$ cat config.mk
export PLATFORM = sky130hd
export DESIGN_NAME = bms_ctrl
export DESIGN_NICKNAME = d
export VERILOG_FILES = /design/src/bms_pkg.sv /design/src/bms_ctrl.sv
export SDC_FILE = /design/constraint.sdc
export NUM_CORES = 1
export LEC_CHECK = 0
export BUFFER_PORTS_ARGS = -buffer_cell sky130_fd_sc_hd__buf_2
export CAP_MARGIN = 30
export CORE_AREA = 2 2 39 41
export CTS_BUF_LIST = sky130_fd_sc_hd__clkbuf_4 sky130_fd_sc_hd__clkbuf_8 sky130_fd_sc_hd__clkbuf_16
export DETAILED_ROUTE_END_ITERATION = 16
export DIE_AREA = 0 0 41 43
export HOLD_SLACK_MARGIN = 0.1
export PLACE_DENSITY = 0.56
export SYNTH_ARGS = -nofsm -noshare
export SYNTH_HDL_FRONTEND = slang
export SYNTH_SLANG_ARGS = --single-unit
export TNS_END_PERCENT = 100
$ cat constraint.sdc
create_clock -name clk -period 3.35 [get_ports clk]
set_clock_uncertainty 0.05 [all_clocks]
set_input_delay 0.5025 -clock clk [delete_from_list [all_inputs] [get_ports clk]]
set_output_delay 0.5025 -clock clk [all_outputs]
set_load 0.05 [all_outputs]
$ cat src/bms_pkg.sv
package bms_pkg;

  localparam int unsigned DATA_W = 32;

  // read port address source
  typedef enum logic [1:0] {
    RD_NONE,
    RD_TOP,     // entry below the fill count
    RD_NEXT,    // entry two below the current hole
    RD_MEDIAN   // entry at fill count / 2
  } rd_sel_t;

  // write port source
  typedef enum logic [1:0] {
    WR_NONE,
    WR_VAL_POS,  // new sample into the hole
    WR_SHIFT,    // move larger entry up into the hole
    WR_VAL_ZERO  // new sample at the bottom
  } wr_sel_t;

  typedef struct packed {
    logic    take;
    logic    mark_ovf;
    rd_sel_t rd;
    wr_sel_t wr;
    logic    pos_load;
    logic    pos_dec;
    logic    count_inc;
    logic    finish;
  } bms_cmd_t;

  typedef struct packed {
    logic full;
    logic empty;
    logic last;
    logic greater;
    logic pos_one;
    logic out_free;
  } bms_status_t;

endpackage

$ cat src/bms_ctrl.sv
module bms_ctrl (
  input  logic                 clk,
  input  logic                 rst,
  input  logic                 in_valid,
  output logic                 in_stall,
  input  bms_pkg::bms_status_t status,
  output bms_pkg::bms_cmd_t    cmd
);

  import bms_pkg::*;

  typedef enum logic [2:0] {
    IDLE,
    DECIDE,
    SHIFT,
    PLACE,
    MED_RD,
    MED_WAIT
  } state_t;

  state_t state;
  state_t state_next;

  always_ff @(posedge clk) begin
    if (rst) begin
      state <= IDLE;
    end else begin
      state <= state_next;
    end
  end

  assign in_stall = (state != IDLE);

  always_comb begin
    cmd        = '0;
    cmd.rd     = RD_NONE;
    cmd.wr     = WR_NONE;
    state_next = state;
    case (state)
      IDLE: begin
        if (in_valid) begin
          cmd.take   = 1'b1;
          state_next = DECIDE;
        end
      end
      DECIDE: begin
        if (status.full) begin
          cmd.mark_ovf = 1'b1;
          state_next   = status.last ? MED_RD : IDLE;
        end else if (status.empty) begin
          cmd.wr        = WR_VAL_ZERO;
          cmd.count_inc = 1'b1;
          state_next    = status.last ? MED_RD : IDLE;
        end else begin
          cmd.rd       = RD_TOP;
          cmd.pos_load = 1'b1;
          state_next   = SHIFT;
        end
      end
      SHIFT: begin
        // read data is the entry just below the hole
        if (status.greater) begin
          cmd.wr      = WR_SHIFT;
          cmd.pos_dec = 1'b1;
          if (status.pos_one) begin
            state_next = PLACE;
          end else begin
            cmd.rd = RD_NEXT;
          end
        end else begin
          cmd.wr        = WR_VAL_POS;
          cmd.count_inc = 1'b1;
          state_next    = status.last ? MED_RD : IDLE;
        end
      end
      PLACE: begin
        cmd.wr        = WR_VAL_ZERO;
        cmd.count_inc = 1'b1;
        state_next    = status.last ? MED_RD : IDLE;
      end
      MED_RD: begin
        cmd.rd     = RD_MEDIAN;
        state_next = MED_WAIT;
      end
      MED_WAIT: begin
        // read data holds until the output register is free
        if (status.out_free) begin
          cmd.finish = 1'b1;
          state_next = IDLE;
        end
      end
      default: begin
        state_next = IDLE;
      end
    endcase
  end

endmodule

== Yosys cells after proc, flatten, opt, wreduce, memory -nomap -nowiden ==
Index checks and enable logic that the tools add are counted.

* Input port bits: 9
* Output and inout bits: 11
* Flip-flop bits (word level): 3
* Logic and storage cells: 42

* Reductions and logical operators: 3
* Equal/unequal tests: 8
* Multiplexer cells: 30

{| class="wikitable"
|+ Operators with widths
! cell !! count
|-
| 3-bit two-way mux || 7
|-
| 3-bit one-hot mux with 6 select lines || 1
|-
| 1-bit two-way mux || 14
|-
| 2-bit one-hot mux with 3 select lines || 2
|-
| 2-bit two-way mux || 4
|-
| 3-bit by 2-bit equality test with 1-bit output, second input constant || 2
|-
| 3-bit equality test, second input constant || 2
|-
| 4-bit two-way mux || 1
|-
| 2-bit != test, second input constant || 2
|-
| 3-bit by 1-bit equality test with 1-bit output, second input constant || 1
|-
| 3-bit zero test || 1
|-
| 3-bit != test, second input constant || 1
|-
| 1-bit one-hot mux with 3 select lines || 1
|-
| 3-bit AND reduction || 1
|-
| 3-bit nonzero test || 1
|}

== Logic depth before layout (Yosys ltp) ==
* Word-level depth: 4
* Mapped depth: 4
* Mapped depth without buffers: 3

== Worst setup path after synthesis ==
OpenSTA, ideal clock, no wires.

* Path type: register -> output
* Start: reg state[0]
* End: out cmd[4] in the netlist's numbering
* Buffers on the path: 2
* Cell stages (with the launch flop): 5
* Data required time: 2.797 ns
* Path slack: 0.983 ns
* Data arrival time: 1.814 ns
* Cells stage by stage: dfxtp_1 -> buf_2 -> o21ai_0 -> a21oi_1 -> buf_4

{| class="wikitable"
|+ RTL lines
! item !! line !! source
|-
| start, declared || bms_ctrl.sv:21 || <nowiki>state_t state;</nowiki>
|-
| start signal, assigned || bms_ctrl.sv:28 || <nowiki>state <= state_next;</nowiki>
|-
| end, declared || bms_ctrl.sv:7 || <nowiki>output bms_pkg::bms_cmd_t cmd</nowiki>
|}

==> metrics.md <==
| Metric | Value |
|---|---|
| # nets final | 71 |
| Skew-Pair Late Insertion Delay | 230 ps |
| R2R Path End | state[0] |
| Post-route DRC violation count | 0 |
| Drt pass-1 iters | 2 |
| Cell Count, Final, Fillers Out | 77 |
| Synth warn | 0 |
| Reg with most FFs | state |
| CTS tree | built |
| Seq/Total Area, Yosys | 0.203 |
| Syn Nets | 50 |
| Die extent in y | 43 um |
| Cell row count | 14 |
| Worst Tran Pin Value | roughly 400 ps |
| CTS max path bufs | 2 |
| Power Density | 385 mW/mm^2 |
| Peak supply drop | 168 uV |
| CP arrival | 1680 ps |
| F_max | 447 MHz |
| Number of flops mapped to enable cells by yosys | 0 |
| Flops & latches, synth | 3 |
| Main combinational cell family by area after synthesis | simple AND/OR/NAND/NOR gates |
| Layout cell share with drive strength beyond 1 | 0.410 |
| # H-tree levels | 1 |
| Crit Path Category | reg -> out |
| Antenna violations before repair | 0 |
| Synth Area in Simple Gates | 0.342 |
| Max-Cap Viols | 0 |
| Hold path cells | 2 |
| Pre-CTS setup slack | 1250 ps |
| Top Registers | state x3 |
| CP cell instances | nand2b_1 > or4_4 > o21ai_1 > buf_2 |
| Netlist Area Pre-Place | about 300 sq um |
| Worst hold margin | 420 ps |
| CTS sink cnt | 3 |
| Final Hold Violating Endpoints | 0 |
| Async SR Flop Fraction | 0 |
| Layout fillers | between 150 and 200 |
| Leakage | 0.222 nW |
| R2r worst-path depth | 3 |
| Post-synthesis compound-gate area fraction | 0.312 |
| Setup_tns | 0 ps |
| Final Wtd Congestion | 0.759 |
| Final Max Tran Viols | 0 |
| Antenna cells | 0 |
| Iteration-0 DRC Markers | 3 |
| Post CTS Setup Buffer Count | 0 |
| Slowest library cell on the worst path | dfxtp_1 |
| XOR/XNOR Fraction of Synth Area | 0 |
| GRT Util Overall | 0.0951 |
| Core Footprint | roughly 0.0014 sq mm |
| Port Buffers | 19 |
| Final worst-path cycle share | 0.667 |
| Placed Cells | 73 |
| P_sw | around 0.056 mW |
| Crit path max fanout | 14 |
| Final wirelength | around 750 um |
| Hold Buf Count CTS | 0 |
| I/O pin cnt | 20 |
| Via count | approximately 350 |
| Power Total | 0.161 mW |
| Synth Area in Adders | 0 |
| Critical Path RT | roughly 2800 ps |
| Post_cts resized | 0 |
| Hold endpoint | state[1] |
| Gr ovfl total | 0 |
| Synth cell types | 24 |
| Die width | 41 um |
| Worst-path clk slew | about 40 ps |
| R2r setup slk | approximately 2000 ps |
| Worst r2r src | state[2] |
| Largest area contributor in the netlist | dfxtp_1 |
| Final setup viols | 0 |
| Total CTS buffers | 3 |
| Max reg flops | 3 |
| Via-to-Cell Ratio | about 4.6 |
| Vias in the first global route | 299 |
| Clk root buf | clkbuf_4 |
| Tmin final | about 2200 ps |
| Fraction of power consumed by combinational cells | 0.294 |
| Unrepaired setup endpoints after global routing | no |
| Syn avg cell area | 7.23 sq um |
| Sw Share | 0.348 |
| Largest net degree at the start of global routing | 15 |
| Synth area leaders | dfxtp_1 20%, nand3b_1 7.6%, inv_1 6.3% |
| Layout area overhead | 40.9% |
| Hold wc startpoint | rst |
| Sequential cell fraction of total power | 0.259 |
| Synth Instances | 41 |
| Clk network pwr share | 0.447 |
| Die ar. | 0.00176 sq mm |
| Final worst setup slack | 1120 ps |
| Mux cell area share after synthesis | 0 |
| First-pass GRT wire length | 1130 um |
| Routed length per placed instance | 9.75 um |
| ANT nets after route | 0 |
| Ys flop type | dfxtp_1 |
| Most frequent cell after synthesis | inv_1 |
| Slowest stage delay, CP | about 550 ps |
| Initial Utilization | 0.214 |
| Nature of the critical path endpoint | output pin |
| Status | finished, final reports clean |
| Rel. slew slack | 0.732 |
| Crit path launch type | flop |
| Int Pwr | 0.105 mW |
| Worst min-delay path class | in -> reg |
| Share of Yosys cell area claimed by the top area cell type | 0.203 |
==> power groups by stage <==
stage               clock, mW  combinational, mW  sequential, mW
floorplan                   0             0.0378          0.0391
global placement            0             0.0474          0.0419
detailed placement          0             0.0476          0.0420
CTS                    0.0750             0.0477          0.0415
global route           0.0797             0.0505          0.0420
finish                 0.0719             0.0473          0.0416
==> metal layers <==
metal | wire [um] | part of all wire | global-route usage
met2 | 380 | 0.51 | 0.153
met1 | 324 | 0.43 | 0.0987
met5 | 0 | 0 | 0
met4 | 0 | 0 | 0.0600
met3 | 47 | 0.063 | 0.0314
==> layout make-up <==
cell class	count	area, sq um	share of cell area
Sequential cell	3	60.1	0.144
Timing Repair Buffer	19	95.1	0.228
Clock buffer	4	30.0	0.0719
Multi-Input combinational cell	30	194	0.464
Inverter	5	18.8	0.0449
Tap cell	16	20.0	0.0479
==> worst max path at each step <==
stage          cells past startpoint  endpoint  slack, ps  startpoint
6_report                           4    cmd[6]       1120    state[0]
5_1_grt                            4    cmd[6]       1020    state[0]
4_1_cts                            4    cmd[6]       1110    state[0]
3_5_place_dp                       5    cmd[6]       1250   status[5]
3_3_place_gp                       5    cmd[6]       1260   status[5]
2_1_floorplan                      4    cmd[4]        980    state[0]
==> kinds of logic after synthesis <==
group / after synthesis
DFF: 3
and+or+nand+nor: 16
AOI/OAI and AO/OA: 14
buffers and inverters: 8
==> metrics by stage <==
| stage | util | cell area [sq um] |
|---|---|---|
| 2_1_floorplan | - | 297 |
| 3_3_place_gp | 0.280 | 388 |
| 3_5_place_dp | 0.280 | 388 |
| 4_1_cts | 0.302 | 418 |
| 5_1_grt | 0.302 | 418 |
| 6_report | 0.302 | 418 |
==> worst max-delay path: cells and delay by family, from the launching register on <==
| kind | cells | cell delay, ps |
|---|---|---|
| and+or+nand+nor | 2 | 530 |
| DFF | 1 | 550 |
| buffers and inverters | 1 | 270 |
| AOI/OAI and AO/OA | 1 | 90 |
==> cell usage in the layout, fill, tap and decap left out, drive strengths merged <==
master	n
buf	19
inv	5
clkbuf	4
o21ai	4
a21oi	4
nand3b	3
nand2b	3
dfxtp	3
nor2b	2
nand2	2
nor2	2
or4	1
or3	1
nor3	1
o21ba	1
a31oi	1
or4b	1
o31ai	1
a221oi	1
o21bai	1
a311oi	1
Note: power is estimated with default switching activity, not from simulation.
